**src/hw/rtl/vna_pkg.sv**
```systemverilog
// ---------------------------------------------------------------------------
// vna_pkg
// Shared types and codes for the vertex normal accumulator.
// ---------------------------------------------------------------------------
package vna_pkg;

    localparam int IDX_W = 10;
    localparam int POS_W = 24;
    localparam int VC_W  = 11;
    localparam int NRM_W = 16;

    localparam logic [VC_W-1:0] VC_RESET = 11'd1024;

    localparam logic [1:0] OP_LOAD     = 2'd0;
    localparam logic [1:0] OP_TRIANGLE = 2'd1;
    localparam logic [1:0] OP_READ     = 2'd2;

    localparam logic [1:0] ST_OK    = 2'd0;
    localparam logic [1:0] ST_RANGE = 2'd1;
    localparam logic [1:0] ST_ZERO  = 2'd2;

    typedef struct packed {
        logic [1:0]              opcode;
        logic [IDX_W-1:0]        vertex_index;
        logic signed [POS_W-1:0] pos_x;
        logic signed [POS_W-1:0] pos_y;
        logic signed [POS_W-1:0] pos_z;
        logic [IDX_W-1:0]        corner_a;
        logic [IDX_W-1:0]        corner_b;
        logic [IDX_W-1:0]        corner_c;
    } in_item_t;

    typedef struct packed {
        logic [1:0]              status;
        logic signed [NRM_W-1:0] normal_x;
        logic signed [NRM_W-1:0] normal_y;
        logic signed [NRM_W-1:0] normal_z;
    } out_item_t;

    typedef struct packed {
        logic     err;
        in_item_t item;
    } cmd_t;

endpackage

```
**src/hw/rtl/vna_front.sv**
```systemverilog
// ---------------------------------------------------------------------------
// vna_front
// Holds the vertex count and classifies incoming items for range errors.
// ---------------------------------------------------------------------------
module vna_front #(
    parameter int MAX_VERTICES = 1024
) (
    input  logic                        clk,
    input  logic                        rst_n,
    input  vna_pkg::in_item_t           item,
    output vna_pkg::cmd_t               cmd,
    input  logic                        cfg_valid,
    output logic                        cfg_ready,
    input  logic [vna_pkg::VC_W-1:0]    cfg_data
);
    import vna_pkg::*;

    localparam int CW = ($clog2(MAX_VERTICES + 1) > VC_W) ? $clog2(MAX_VERTICES + 1) : VC_W;

    logic [VC_W-1:0] vertex_count_reg;
    logic [CW-1:0]   cnt_eff;
    logic            ok_idx;
    logic            ok_a;
    logic            ok_b;
    logic            ok_c;
    logic            err;

    assign cfg_ready = 1'b1;
    assign cnt_eff   = (CW'(vertex_count_reg) < CW'(MAX_VERTICES)) ?
                       CW'(vertex_count_reg) : CW'(MAX_VERTICES);
    assign ok_idx    = CW'(item.vertex_index) < cnt_eff;
    assign ok_a      = CW'(item.corner_a) < cnt_eff;
    assign ok_b      = CW'(item.corner_b) < cnt_eff;
    assign ok_c      = CW'(item.corner_c) < cnt_eff;

    always_comb
    begin
        case (item.opcode)
            OP_LOAD:     err = ~ok_idx;
            OP_READ:     err = ~ok_idx;
            OP_TRIANGLE: err = ~(ok_a & ok_b & ok_c);
            default:     err = 1'b1;
        endcase
    end

    assign cmd.err  = err;
    assign cmd.item = item;

    always_ff @(posedge clk or negedge rst_n)
    begin
        if (!rst_n)
        begin
            vertex_count_reg <= VC_RESET;
        end
        else if (cfg_valid)
        begin
            vertex_count_reg <= cfg_data;
        end
    end

endmodule

```
**config.mk**
```make
export PLATFORM = sky130hd
export DESIGN_NAME = vna_front
export DESIGN_NICKNAME = d
export VERILOG_FILES = /design/src/hw/rtl/vna_pkg.sv /design/src/hw/rtl/vna_front.sv
export SDC_FILE = /design/constraint.sdc
export NUM_CORES = 1
export LEC_CHECK = 0
export BUFFER_PORTS_ARGS = -buffer_cell sky130_fd_sc_hd__buf_4
export CAP_MARGIN = 20
export CORE_MARGIN = 5
export CORE_UTILIZATION = 30
export CTS_CLUSTER_DIAMETER = 80
export CTS_CLUSTER_SIZE = 16
export DETAILED_ROUTE_END_ITERATION = 8
export PLACE_DENSITY = 0.74
export SYNTH_ARGS = -nofsm -noshare
export SYNTH_HDL_FRONTEND = slang
export SYNTH_SLANG_ARGS = --single-unit
```
**constraint.sdc**
```tcl
create_clock -name clk -period 3.85 [get_ports clk]
set_clock_uncertainty 0.2 [all_clocks]
set_input_delay 0.385 -clock clk [delete_from_list [all_inputs] [get_ports clk]]
set_output_delay 0.385 -clock clk [all_outputs]
set_load 0.05 [all_outputs]
```
==> results.sh <==
export IMPL_synth_edf_count=0
export IMPL_synth_top_area_share_pct=40.4
export IMPL_setup_violations_final=0
export IMPL_row_count=31
export IMPL_timing_critical_path_buf_inv=1
export IMPL_syn2layout_area_growth_pct=1.45
export IMPL_cts_sinks=11
export IMPL_async_flop_share_pct=100
export IMPL_syn_area_um2=2160
export IMPL_yosysWarningCount=0
export IMPL_dr_pass1_iters=4
export IMPL_min_period_ns=3.31
export IMPL_cp_depth=8
export IMPL_synth_common_cells="116 x buf_4, 36 x ha_1, 11 x mux2_2"
export IMPL_htreeDepth=1
export IMPL_initial_core_util_pct=30.2
export IMPL_postCtsSetupBuffers=0
export IMPL_crit_family="compound AO/OA/AOI/OAI gates"
export IMPL_grt_pass1_vias=1522
export IMPL_total_power_mw=0.578
export IMPL_maxCapViolations=0
export IMPL_rsz0062_at_grt="false"
export IMPL_fillers=779
export IMPL_worstSetupPathType="flip-flop to primary output"
export IMPL_seq_area_um2=277
export IMPL_timing_fmax_ghz=0.303
export IMPL_cp_endpoint="cmd[114]"
export IMPL_numCtsBuffers=3
export IMPL_antenna_found_initial=0
export IMPL_grtUsageTotal_pct=10.6
export IMPL_drive_above_1_share_pct=51.6
export IMPL_slew_viol_final=0
export IMPL_globalRouteOverflowTotal=0
export IMPL_avgViaCountPerCell=4.48
export IMPL_cp_max_fo=21
export IMPL_slowest_delay_ns=0.69
export IMPL_ff2ff_setup_slack_ns=2.69
export IMPL_ant_nets=0
export IMPL_vias=1441
export IMPL_clk_insertion_delay_late_ns=0.23
export IMPL_antennaDiodeCount=0
export IMPL_power_density_nw_per_um2=264
export IMPL_grt_start_max_net_pins=22
export IMPL_drt_wirelength_per_cell_um=15.4
export IMPL_period_share_pct=85.9
export IMPL_crit_chain="nand2b_1, ha_1, a21o_1, a2111oi_0, a31o_2, o211ai_1, a2bb2oi_1, buf_4"
export IMPL_final_nets=388
export IMPL_gp_congestion=0.731
export IMPL_critical_path_slowest_cell="dfstp_2"
export IMPL_die_y_um=94.8
export IMPL_clock_root_buffer="clkbuf_8"
export IMPL_cts_repair_resized=0
export IMPL_ys_flop_type="dfrtp_1"
export IMPL_run_status="completed"
export IMPL_synthDistinctLibCells=33
export IMPL_core_um2=7140
export IMPL_ys_ff_latch=11
export IMPL_grt_pass1_wl_um=7380
export IMPL_cp_arrival_ns=2.72
export IMPL_synth_nets=403
export IMPL_yosysSeqAreaShare_pct=12.8
export IMPL_hold_viol=0
export IMPL_cts_hold_buf=1
export IMPL_required_ns=3.26
export IMPL_synth_area_leaders="buf_4 40%, ha_1 21%, dfrtp_1 12%"
export IMPL_tritoncts="done"
export IMPL_endpoint_kind="primary output"
export IMPL_synth_most_common_cell="buf_4"
export IMPL_r2r_end="vertex_count_reg[10]$_DFFE_PN1P_"
export IMPL_place_hpwl_um=4470
export IMPL_avgSynthCellArea_um2=9.03
export IMPL_largest_reg_flops=11
export IMPL_clk_pin_slew_worst_paths_ns=0.05
export IMPL_drcViolationCount=0
export IMPL_synth_top_cell_by_area="buf_4"
export IMPL_clk_path_buf_depth=2
export IMPL_dr_first_iter_drc_count=32
export IMPL_ff2ff_path_depth=1
export IMPL_p_leak_nw=1.10
export IMPL_wl_um=4960
export IMPL_crit_start="vertex_count_reg[10]$_DFFE_PN1P_"
export IMPL_ir_drop_v=0.000205
export IMPL_io_buffers=98
export IMPL_die_x_um=94.8
export IMPL_hold_class="input pin to flip-flop"
export IMPL_final_setup_tns_ns=0
export IMPL_reg2reg_from="vertex_count_reg[10]$_DFFE_PN1P_"
export IMPL_multiInputGateArea_um2=990
export IMPL_ios=244
export IMPL_synth_cells=239
export IMPL_startpoint_type="flip-flop"
export IMPL_design_die_area_um2=8990
==> layout make-up <==
| cell class | count | area share [%] |
|---|---|---|
| multi-input combinational | 107 | 45.2 |
| tap | 99 | 5.66 |
| timing repair buffer | 99 | 34.1 |
| inverter | 2 | 0.343 |
| sequential | 11 | 12.6 |
| clock buffer | 4 | 2.06 |
==> power breakdown <==
group	total [mW]	switching, mW	internal (mW)	leakage (nW)
clock network	0.111	0.0391	0.0723	0.0228
registers	0.140	0.0114	0.129	0.127
logic	0.327	0.188	0.138	0.952
==> cell families after synthesis <==
kind of cell	Yosys count	synth area share (%)
AO/OA/AOI/OAI	32	10.6
buffers and inverters	121	41.3
other	1	0.174
adder cells (fa/ha/maj)	36	20.9
multiplexers	11	5.74
AND/OR/NAND/NOR	27	8.53
flip-flops	11	12.8
==> metrics by stage <==
step	utilization, %	area [um2]	std cells	setup slack, ns	hold slack, ns
2_1_floorplan	-	2160	239	0.830	-0.111
3_3_place_gp	29.9	2130	317	0.892	0.0226
3_5_place_dp	29.9	2130	317	0.785	0.0259
4_1_cts	30.7	2190	322	0.526	0.174
5_1_grt	30.7	2190	322	0.406	0.170
6_report	30.7	2190	322	0.545	0.183
==> per-layer routing <==
| metal | share of wire [%] | vias up | global-route usage (%) |
|---|---|---|---|
| met4 | 5.1 | 0 | 7.57 |
| met3 | 7.3 | 42 | 2.07 |
| met2 | 46 | 63 | 16.9 |
| li1 | - | 689 | - |
| met5 | 0 | - | 0 |
| met1 | 41 | 647 | 12.8 |
==> worst min-delay path by stage <==
stage	from	to	slack, ns	cells after the start
global route	cfg_data[5]	vertex_count_reg[5]$_DFFE_PN0P_	0.17	2
finish	cfg_data[3]	vertex_count_reg[3]$_DFFE_PN0P_	0.18	2
CTS	cfg_data[3]	vertex_count_reg[3]$_DFFE_PN0P_	0.17	2
floorplan	rst_n	vertex_count_reg[0]$_DFFE_PN0P_	-0.11	0
detailed placement	rst_n	vertex_count_reg[0]$_DFFE_PN0P_	0.03	1
global placement	rst_n	vertex_count_reg[0]$_DFFE_PN0P_	0.02	1
==> layout by cell type, fill, tap and decap left out, drive strengths merged, types with 3 or more instances in the layout <==
cell	Yosys	layout
nand2b	9	9
o21ai	4	4
clkbuf	2	4
a21oi	6	6
nand2	3	3
a21o	9	9
dfrtp	10	10
o21bai	3	3
buf	117	98
mux2	11	11
nor4b	3	3
ha	36	36
No activity file was read; power rests on OpenSTA's default activity.
