===== config.mk =====
export PLATFORM = sky130hd
export DESIGN_NAME = vna_queue
export DESIGN_NICKNAME = d
export VERILOG_FILES = /design/src/hw/rtl/vna_queue.sv
export SDC_FILE = /design/constraint.sdc
export NUM_CORES = 1
export LEC_CHECK = 0
export BUFFER_PORTS_ARGS = -buffer_cell sky130_fd_sc_hd__buf_2
export CAP_MARGIN = 0
export CELL_PAD_IN_SITES_DETAIL_PLACEMENT = 0
export CELL_PAD_IN_SITES_GLOBAL_PLACEMENT = 2
export CORE_AREA = 8 8 45 47
export CTS_CLUSTER_SIZE = 16
export DETAILED_ROUTE_END_ITERATION = 8
export DIE_AREA = 0 0 53 55
export GPL_ROUTABILITY_DRIVEN = 0
export HOLD_SLACK_MARGIN = 0.06
export PLACE_DENSITY = 0.53
export SLEW_MARGIN = 40
export SYNTH_ARGS = -nofsm -noshare
export SYNTH_HDL_FRONTEND = slang
export SYNTH_SLANG_ARGS = --single-unit

===== constraint.sdc =====
create_clock -name clk -period 1.5 [get_ports clk]
set_input_delay 0.3 -clock clk [delete_from_list [all_inputs] [get_ports clk]]
set_output_delay 0.3 -clock clk [all_outputs]
set_load 0.005 [all_outputs]

===== src/hw/rtl/vna_queue.sv =====
// ---------------------------------------------------------------------------
// vna_queue
// Small register queue with push/full and pop/empty sides.
// ---------------------------------------------------------------------------
module vna_queue #(
    parameter type T     = logic,
    parameter int  DEPTH = 2
) (
    input  logic clk,
    input  logic rst_n,
    input  logic push,
    input  T     wdata,
    output logic full,
    input  logic pop,
    output T     rdata,
    output logic empty
);
    localparam int PW = (DEPTH > 1) ? $clog2(DEPTH) : 1;
    localparam int CW = $clog2(DEPTH + 1);

    T                data_reg [DEPTH];
    logic [PW-1:0]   wr_reg;
    logic [PW-1:0]   rd_reg;
    logic [CW-1:0]   cnt_reg;
    logic            do_push;
    logic            do_pop;

    assign full    = (cnt_reg == CW'(DEPTH));
    assign empty   = (cnt_reg == '0);
    assign do_push = push & ~full;
    assign do_pop  = pop & ~empty;
    assign rdata   = data_reg[rd_reg];

    always_ff @(posedge clk)
    begin
        if (do_push)
        begin
            data_reg[wr_reg] <= wdata;
        end
    end

    always_ff @(posedge clk or negedge rst_n)
    begin
        if (!rst_n)
        begin
            wr_reg  <= '0;
            rd_reg  <= '0;
            cnt_reg <= '0;
        end
        else
        begin
            if (do_push)
            begin
                wr_reg <= (wr_reg == PW'(DEPTH - 1)) ? '0 : wr_reg + 1'b1;
            end
            if (do_pop)
            begin
                rd_reg <= (rd_reg == PW'(DEPTH - 1)) ? '0 : rd_reg + 1'b1;
            end
            if (do_push && !do_pop)
            begin
                cnt_reg <= cnt_reg + 1'b1;
            end
            else if (do_pop && !do_push)
            begin
                cnt_reg <= cnt_reg - 1'b1;
            end
        end
    end

endmodule


==> results of run 1 <==
==> cells in the mapped netlist <==
| master | n |
|---|---|
| and3_1 | 1 |
| dfrtp_1 | 4 |
| edfxtp_1 | 2 |
| ha_1 | 1 |
| inv_1 | 2 |
| mux2_2 | 1 |
| nand2_1 | 1 |
| nand2b_1 | 1 |
| nor2_1 | 3 |
| o21ai_1 | 1 |
| xnor2_1 | 3 |
| xor2_1 | 2 |
==> final timing paths <==
path                            start           to  slack [ns]  depth (start not counted)
setup / recovery           cnt_reg[0]   cnt_reg[1]        0.12                          7
hold / removal                  wdata  data_reg[0]        0.24                          1
setup reg to reg           cnt_reg[0]   cnt_reg[1]        0.12                          7
hold reg to reg                rd_reg       rd_reg        0.48                          1
max in group asynchronous       rst_n   cnt_reg[1]        1.00                          2
min in group asynchronous       rst_n       wr_reg        0.38                          2
==> repair_timing <==
item / 4_1_cts / 5_1_grt
gates resized for setup: 0 / 1
hold endpoints to repair: 4 / 0
setup endpoints to repair: 0 / 1
hold buffers: 1 / 0
==> critical path: stages (launching register included) <==
cell,delay [ns]
dfrtp_1,0.39
nand2b_1,0.19
nand2_2,0.11
inv_1,0.05
ha_1,0.18
xor2_1,0.14
nor2_1,0.11
xor2_1,0.15
==> stage by stage <==
stage                      util  power, W  worst slack, ns  cell area, um^2  cells
after floorplan               -  0.000491            0.139              268     22
after detailed placement  0.239  0.000595           0.0825              330     46
after global routing      0.267  0.000824          0.00749              369     51
after CTS                 0.265  0.000775           0.0681              367     51
final                     0.267  0.000757            0.120              369     51
after global placement    0.239  0.000585            0.116              330     46
==> layer usage <==
metal,vias up,part of all wire,track usage
met2,7,0.52,0.0664
met4,0,0.096,0.116
met3,5,0.067,0.0187
met1,86,0.32,0.0322
met5,-,0,0
li1,96,-,-
==> power groups by stage <==
stage | clock (W) | sequential [W] | combinational, W
global route | 0.000187 | 0.000305 | 0.000332
CTS | 0.000178 | 0.000300 | 0.000297
floorplan | 0 | 0.000298 | 0.000192
global placement | 0 | 0.000299 | 0.000286
finish | 0.000168 | 0.000299 | 0.000290
detailed placement | 0 | 0.000302 | 0.000293
==> logic make-up after synthesis <==
| family | after synthesis | synth area share |
|---|---|---|
| simple gates | 6 | 0.103 |
| flops | 6 | 0.598 |
| xor+xnor | 5 | 0.164 |
| buf+inv | 2 | 0.0280 |
| compound gates | 1 | 0.0187 |
| mux | 1 | 0.0421 |
| fa+ha+maj | 1 | 0.0467 |
==> area by class of cell <==
class	instances	area, um^2
fill	158	1010
timing repair buffer	9	52.6
sequential	6	160
multi-input combinational	14	103
inverter	2	7.51
clock buffer	4	26.3
tap	16	20.0
==> run summary, run 1 <==
Area leader, netlist - dfrtp_1
Initial antenna violation count - 0
HPWL Detailed - 402 um
Post-route worst hold slack - 0.238 ns
Status - finished clean
Seq/Total Area, Yosys - 0.598
DRT Pass-1 Iters - 2
Post-layout nets - 42
Final hold violation count - 0
Final wirelength - 523 um
Max Freq - 725 MHz
Max-slew violations - 0
Maximum vdd ir drop - 0.000486 V
Placeable Area - 1380 um^2
Sequential share of power - 0.395
Die height - 55 um
Total clock buffers created by CTS - 3
Syn avg cell area - 12.2 um^2
Static Leak - 0.179 nW
Vias - 194
Critical path fanouts, max - 3
Netlist cell types - 12
Final worst-path cycle share - 0.920
Die Wd - 53 um
Vias in the first global route - 217
Clk sinks - 6
Drt wl/cell - 10.3 um
Final antenna-violating net count - 0
Hold Path Class - in2reg
Mapped Area - 268 um^2
Clock Path Buffers - 2
PortBufs - 7
Most common cell after layout, fill and taps aside - buf_2
Gate power share - 0.383
Rows - 14
# DRC - 0
Kind of critical path - reg2reg
Final Critical Period - 1.38 ns
Net Count, Synth - 28
Net Sw Frac - 0.324
Pint - 0.000511 W
Global-route wire length before repair - 848 um
Share of power burned in the clock network - 0.222
TritonCTS clock tree - built
Worst Setup End Kind - flip-flop
Setup_tns - 0 ns
Setup violators final - 0
DR iter-0 viols - 2
Initial Utilization - 0.193
Num ports - 8
Max cap viols - 0
Synth Instances - 22
Worst Clk Skew - 0.00247 ns
Startpoint Class - flip-flop
Root Driver - clkbuf_4
Via density - 3.80
Die Area - 2920 um^2
Post-CTS Setup Inserts - 0
Total net switching power - 0.000245 W
Layout overhead on the synthesized area - 37.9%
Largest net degree at the start of global routing - 5
Warnings from Yosys - 0
Most frequent cells in the layout - buf_2, dfrtp_1, nor2_1, xnor2_1, clkbuf_4
Antenna Cells - 0
Reg clk slew, reported paths - 0.05 ns
GR Overflow Total - 0
Main area contributors after synthesis - dfrtp_1, edfxtp_1, xnor2_1, xor2_1, ha_1
Clock Latency Late Sink - 0.25 ns
H-tree Lvls - 1
Yosys reg bits - 6
Slew @ Worst Pin - 0.214 ns
Arrival time worst endpoint - 1.55 ns
GRT Overall Usage - 0.0488
Share of the synthesized area in the top cell type - 0.374
Crit path required time - 1.67 ns
RSZ-0062 raised after global routing - no
Layout cells sized above 1 - 0.371
Pwr/cell area - 2050 nW/um^2
Slew Limit Headroom - 0.857
No activity file was read; power rests on OpenSTA's default activity.
==> run 2: changes to the inputs <==
Settings changed: RECOVER_POWER set to 100.
==> run 2 against run 1 <==
  * Die area unchanged
  * Setup slack about the same
  * Via count unchanged
  * Core utilization decreased by 0.27 points
  * Critical path depth unchanged
  * Total power decreased by 0.73%
  * Clock power about the same
  * Sequential share of layout area increased by 0.45 points
  * Combinational power decreased by 2%
  * Wire length increased by 0.76%
  * First-iteration DRC count decreased by 50%
  * Highest routed layer unchanged
==> run summary, run 2 (synthesis results as in run 1) <==
Num ports - 8 (unchanged)
Static Leak - 0.169 nW (-5.6%)
Die Wd - 53 um (unchanged)
Worst r2r src - cnt_reg[0]
Placeable Area - 1380 um^2 (unchanged)
TritonCTS clock tree - built
Kind of critical path - reg2reg
Slew @ Worst Pin - 0.214 ns (unchanged)
Final worst-path cycle share - 0.920 (about the same)
Worst flop-to-flop path endpoint - cnt_reg[1]
Drt wl/cell - 10.3 um (+0.76%)
Critical path fanouts, max - 3 (unchanged)
Clock Path Buffers - 2 (unchanged)
RSZ-0062 raised after global routing - no
Final Critical Period - 1.38 ns (-0.000292 ns)
Vias in the first global route - 217 (unchanged)
HPWL Detailed - 402 um (unchanged)
Die Area - 2920 um^2 (unchanged)
Final hold violation count - 0 (unchanged)
Setup_tns - 0 ns (unchanged)
Final antenna-violating net count - 0 (unchanged)
Max-slew violations - 0 (unchanged)
R2R setup slack - 0.12 ns (about the same)
Slew Limit Headroom - 0.857 (unchanged)
Placed cell areas - 330 um^2 (unchanged)
Crit path required time - 1.67 ns (about the same)
Status - finished clean
Startpoint Class - flip-flop
Clock Latency Late Sink - 0.25 ns (about the same)
Reg clk slew, reported paths - 0.05 ns (about the same)
Worst Setup End Kind - flip-flop
Post-CTS Setup Inserts - 0 (unchanged)
Worst setup slack after layout - 0.120 ns (+0.000292 ns)
Global-route wire length before repair - 848 um (unchanged)
Post-layout nets - 42 (unchanged)
Worst Clk Skew - 0.00248 ns (+0.0000145 ns)
Clk sinks - 6 (unchanged)
Layout overhead on the synthesized area - 36.4%
Max cap viols - 0 (unchanged)
DR iter-0 viols - 1 (-1)
Setup violators final - 0 (unchanged)
Pwr/cell area - 2060 nW/um^2 (+0.29%)
GR Overflow Total - 0 (unchanged)
Initial Utilization - 0.193 (unchanged)
Antenna Cells - 0 (unchanged)
Hold Path Depth - 1 (unchanged)
Fin area - 365 um^2 (-1.0%)
H-tree Lvls - 1 (unchanged)
Root Driver - clkbuf_4
Most frequent cells in the layout - clkbuf_1, dfrtp_1, buf_2
# DRC - 0 (unchanged)
Max Freq - 725 MHz (about the same)
Vias - 194 (unchanged)
Hold Path Class - in2reg
Total clock buffers created by CTS - 3 (unchanged)
Hold path endpoint - data_reg[0]
FF-to-FF path depth - 7 (unchanged)
Initial antenna violation count - 0 (unchanged)
Maximum vdd ir drop - 0.000485 V (-0.20%)
Die height - 55 um (unchanged)
Pre-CTS setup slack - 0.0825 ns (unchanged)
Via density - 3.80 (unchanged)
Start point of the worst hold path - wdata
DRT Pass-1 Iters - 2 (unchanged)
Final wirelength - 527 um (+0.76%)
Largest net degree at the start of global routing - 5 (unchanged)
Layout cells sized above 1 - 0.286 (-0.0857)
Rows - 14 (unchanged)
GRT Overall Usage - 0.0488 (unchanged)
Arrival time worst endpoint - 1.55 ns (about the same)
PortBufs - 7 (unchanged)
Finished Core Util - 0.264 (-0.00271)
==> run 2: layout make-up <==
class / count / area, um^2
flip-flops and latches: 6 / 160
clock buffers: 4 / 26.3
well taps: 16 / 20.0
fillers: 159 / 1020
inverters: 2 / 7.51
multi-input cells: 14 / 103
repair buffers: 9 / 48.8
==> run 2: repair_timing <==
action	CTS	global route
hold endpoints to repair	4	0
gates resized for setup	0	1
endpoints found under the setup margin	0	1
hold buffers	1	0
==> run 2: how the worst max path moves through the flow <==
stage / startpoint / to / slack, ns / depth (start not counted)
final: cnt_reg[0] / cnt_reg[1] / 0.12 / 7
after global routing: cnt_reg[0] / cnt_reg[1] / 0.007 / 7
after CTS: cnt_reg[0] / cnt_reg[1] / 0.07 / 7
after detailed placement: cnt_reg[0] / cnt_reg[1] / 0.08 / 7
after global placement: cnt_reg[0] / cnt_reg[1] / 0.12 / 6
after floorplan: cnt_reg[0] / cnt_reg[1] / 0.14 / 6
==> run 2: report_power, final <==
part	leakage [nW]	internal, W	switching, W
Sequential	0.0652	0.000246	0.0000526
Combinational	0.0889	0.000156	0.000128
Clock	0.0150	0.000101	0.0000669
==> run 2: metrics by stage <==
stage	hold slack, ns	std cells	total power, W
3_3_place_gp	0.109	46	0.000585
2_1_floorplan	0.00441	22	0.000491
5_1_grt	0.231	51	0.000818
3_5_place_dp	0.111	46	0.000595
4_1_cts	0.228	51	0.000775
6_report	0.238	51	0.000751
==> run 2: layer usage <==
| metal | GRT usage | vias to the layer above | share of wire |
|---|---|---|---|
| met5 | 0 | - | 0 |
| met4 | 0.116 | 0 | 0.095 |
| met3 | 0.0187 | 5 | 0.066 |
| met2 | 0.0664 | 7 | 0.51 |
| met1 | 0.0322 | 86 | 0.32 |
| li1 | - | 96 | - |
==> run 2: critical path: stages, from the launching register on <==
cell	delay, ns
dfrtp_1	0.39
nand2b_1	0.19
nand2_2	0.11
inv_1	0.05
ha_1	0.18
xor2_1	0.14
nor2_1	0.11
xor2_1	0.15
==> run 3: changes to the inputs <==
Settings changed: CELL_PAD_IN_SITES_DETAIL_PLACEMENT 0 to 1.
==> run 3 against run 2 <==
  * Sequential power grew 4%
  * Register-to-register slack better by 0.02 ns
  * Sequential cell count stayed put
  * Maximum frequency is 1.4% higher
  * Final cell count stayed put
  * Non-clock buffer count is the same
  * Global-route usage increased by 0.28 points
  * Via count increased by 2.6%
  * Clock power down 3%
  * Die area is the same
  * Total power up 4.8%
  * Critical path type unchanged
  * Design area rose by 3.1%
==> run summary, run 3 (synthesis results as in run 1) <==
Arrival time worst endpoint - 1.53 ns (-0.02 ns)
Via density - 3.90 (+2.6%)
Max cap viols - 0 (unchanged)
Final hold violation count - 0 (unchanged)
Slew @ Worst Pin - 0.229 ns (+0.0155 ns)
Clock Latency Late Sink - 0.24 ns (about the same)
H-tree Lvls - 1 (unchanged)
Global-route wire length before repair - 910 um (+7.3%)
Worst Clk Skew - 0.00158 ns (-0.000903 ns)
Antenna Cells - 0 (unchanged)
Worst path slowest cell - dfrtp_1
Num ports - 8 (unchanged)
Setup_tns - 0 ns (unchanged)
Static Leak - 0.176 nW (+4.0%)
PortBufs - 7 (unchanged)
Initial antenna violation count - 0 (unchanged)
GR Overflow Total - 0 (unchanged)
Most common cell on crit path - xor2_1
Total length of routed met3 wires - 31 um (-11%)
Post-layout nets - 42 (unchanged)
Maximum vdd ir drop - 0.000414 V (-15%)
CP cell instances - nand2b_4 -> nand2_2 -> inv_1 -> ha_1 -> xor2_1 -> nor2_1 -> xor2_1
Vias in the first global route - 235 (+8.3%)
Setup violators final - 0 (unchanged)
Reg clk slew, reported paths - 0.05 ns (about the same)
Die Wd - 53 um (unchanged)
Final antenna-violating net count - 0 (unchanged)
Pwr/cell area - 2090 nW/um^2 (+1.6%)
DRT Pass-1 Iters - 2 (unchanged)
# DRC - 0 (unchanged)
RSZ-0062 raised after global routing - no
Worst Setup End Kind - flip-flop
Slew Limit Headroom - 0.847 (-0.00941)
Die height - 55 um (unchanged)
Drt wl/cell - 10.7 um (+3.2%)
Layout cells sized above 1 - 0.343 (+0.0571)
Final Critical Period - 1.36 ns (-0.0187 ns)
CP top delay family - flip-flops
Clk sinks - 6 (unchanged)
Rows - 14 (unchanged)
Crit path required time - 1.67 ns (about the same)
Max-slew violations - 0 (unchanged)
Worst path buffer plus inverter count - 1 (unchanged)
Peak per-stage delay on the critical path - 0.40 ns (about the same)
Fin area - 377 um^2 (+3.1%)
Root Driver - clkbuf_4
Critical path fanouts, max - 3 (unchanged)
Startpoint Class - flip-flop
Hold Path Class - in2reg
Max Freq - 735 MHz (+1.4%)
Layout overhead on the synthesized area - 40.7%
Placeable Area - 1380 um^2 (unchanged)
TritonCTS clock tree - built
Largest net degree at the start of global routing - 5 (unchanged)
Placed cell areas - 330 um^2 (unchanged)
Status - finished clean
Highest Signal Layer - met4
Vias - 199 (+2.6%)
GRT Overall Usage - 0.0516 (+0.00283)
Wl on met1 - 176 um (+3.5%)
Total clock buffers created by CTS - 3 (unchanged)
HPWL Detailed - 421 um (+4.7%)
Die Area - 2920 um^2 (unchanged)
Final worst-path cycle share - 0.907 (-0.0124)
Most frequent cells in the layout - clkbuf_1, dfrtp_1, buf_2
Clock Path Buffers - 2 (unchanged)
Kind of critical path - reg2reg
Met2 Routed Length - 314 um (+16%)
Final wirelength - 544 um (+3.2%)
DR iter-0 viols - 2 (+1)
Initial Utilization - 0.193 (unchanged)
run 3: cell types whose count changed in the layout (fill, tap and decap cells not counted):
cell,previous run,this run
o21ai_2,0,1
nand2b_1,1,0
nand2b_4,0,1
o21ai_1,1,0
run 3: path summary, 6_finish.rpt:
kind	startpoint	end	slack (ns)	depth (start not counted)
max	cnt_reg[0]	cnt_reg[1]	0.14	7
min	wdata	data_reg[0]	0.24	1
max reg2reg	cnt_reg[0]	cnt_reg[1]	0.14	7
min reg2reg	wr_reg	wr_reg	0.49	1
max in group asynchronous	rst_n	cnt_reg[1]	0.89	2
min in group asynchronous	rst_n	wr_reg	0.42	2
run 3: power by group:
group	internal [W]	switching, W
combinational	0.000174	0.000138
sequential	0.000246	0.0000660
clock	0.000101	0.0000620
total	0.000521	0.000266
run 3: per-layer routing:
layer  vias to the layer above  track usage
met4                         0        0.103
met3                         2       0.0267
met5                         -            0
met2                         4       0.0723
met1                        97       0.0354
li1                         96            -
run 3: layout make-up:
| type | instances | area (um^2) |
|---|---|---|
| clock buffers | 4 | 26.3 |
| fillers | 165 | 1010 |
| inverters | 2 | 7.51 |
| multi-input cells | 14 | 114 |
| flip-flops and latches | 6 | 160 |
| well taps | 16 | 20.0 |
| repair buffers | 9 | 48.8 |
run 3: timing repair:
action	4_1_cts	5_1_grt
endpoints found under the setup margin	0	1
gates resized for setup	0	3
hold buffers	1	0
endpoints found under the hold margin	4	0
setup buffers	0	0
run 3: per-stage QoR:
| stage | utilization | instances | setup WS (ns) | total power [W] | hold WS [ns] |
|---|---|---|---|---|---|
| after global routing | 0.272 | 51 | 0.00903 | 0.000856 | 0.224 |
| after global placement | 0.239 | 46 | 0.116 | 0.000585 | 0.109 |
| after CTS | 0.265 | 51 | 0.0596 | 0.000776 | 0.230 |
| after floorplan | - | 22 | 0.139 | 0.000491 | 0.00441 |
| after detailed placement | 0.239 | 46 | 0.0739 | 0.000599 | 0.111 |
| final | 0.272 | 51 | 0.139 | 0.000787 | 0.241 |
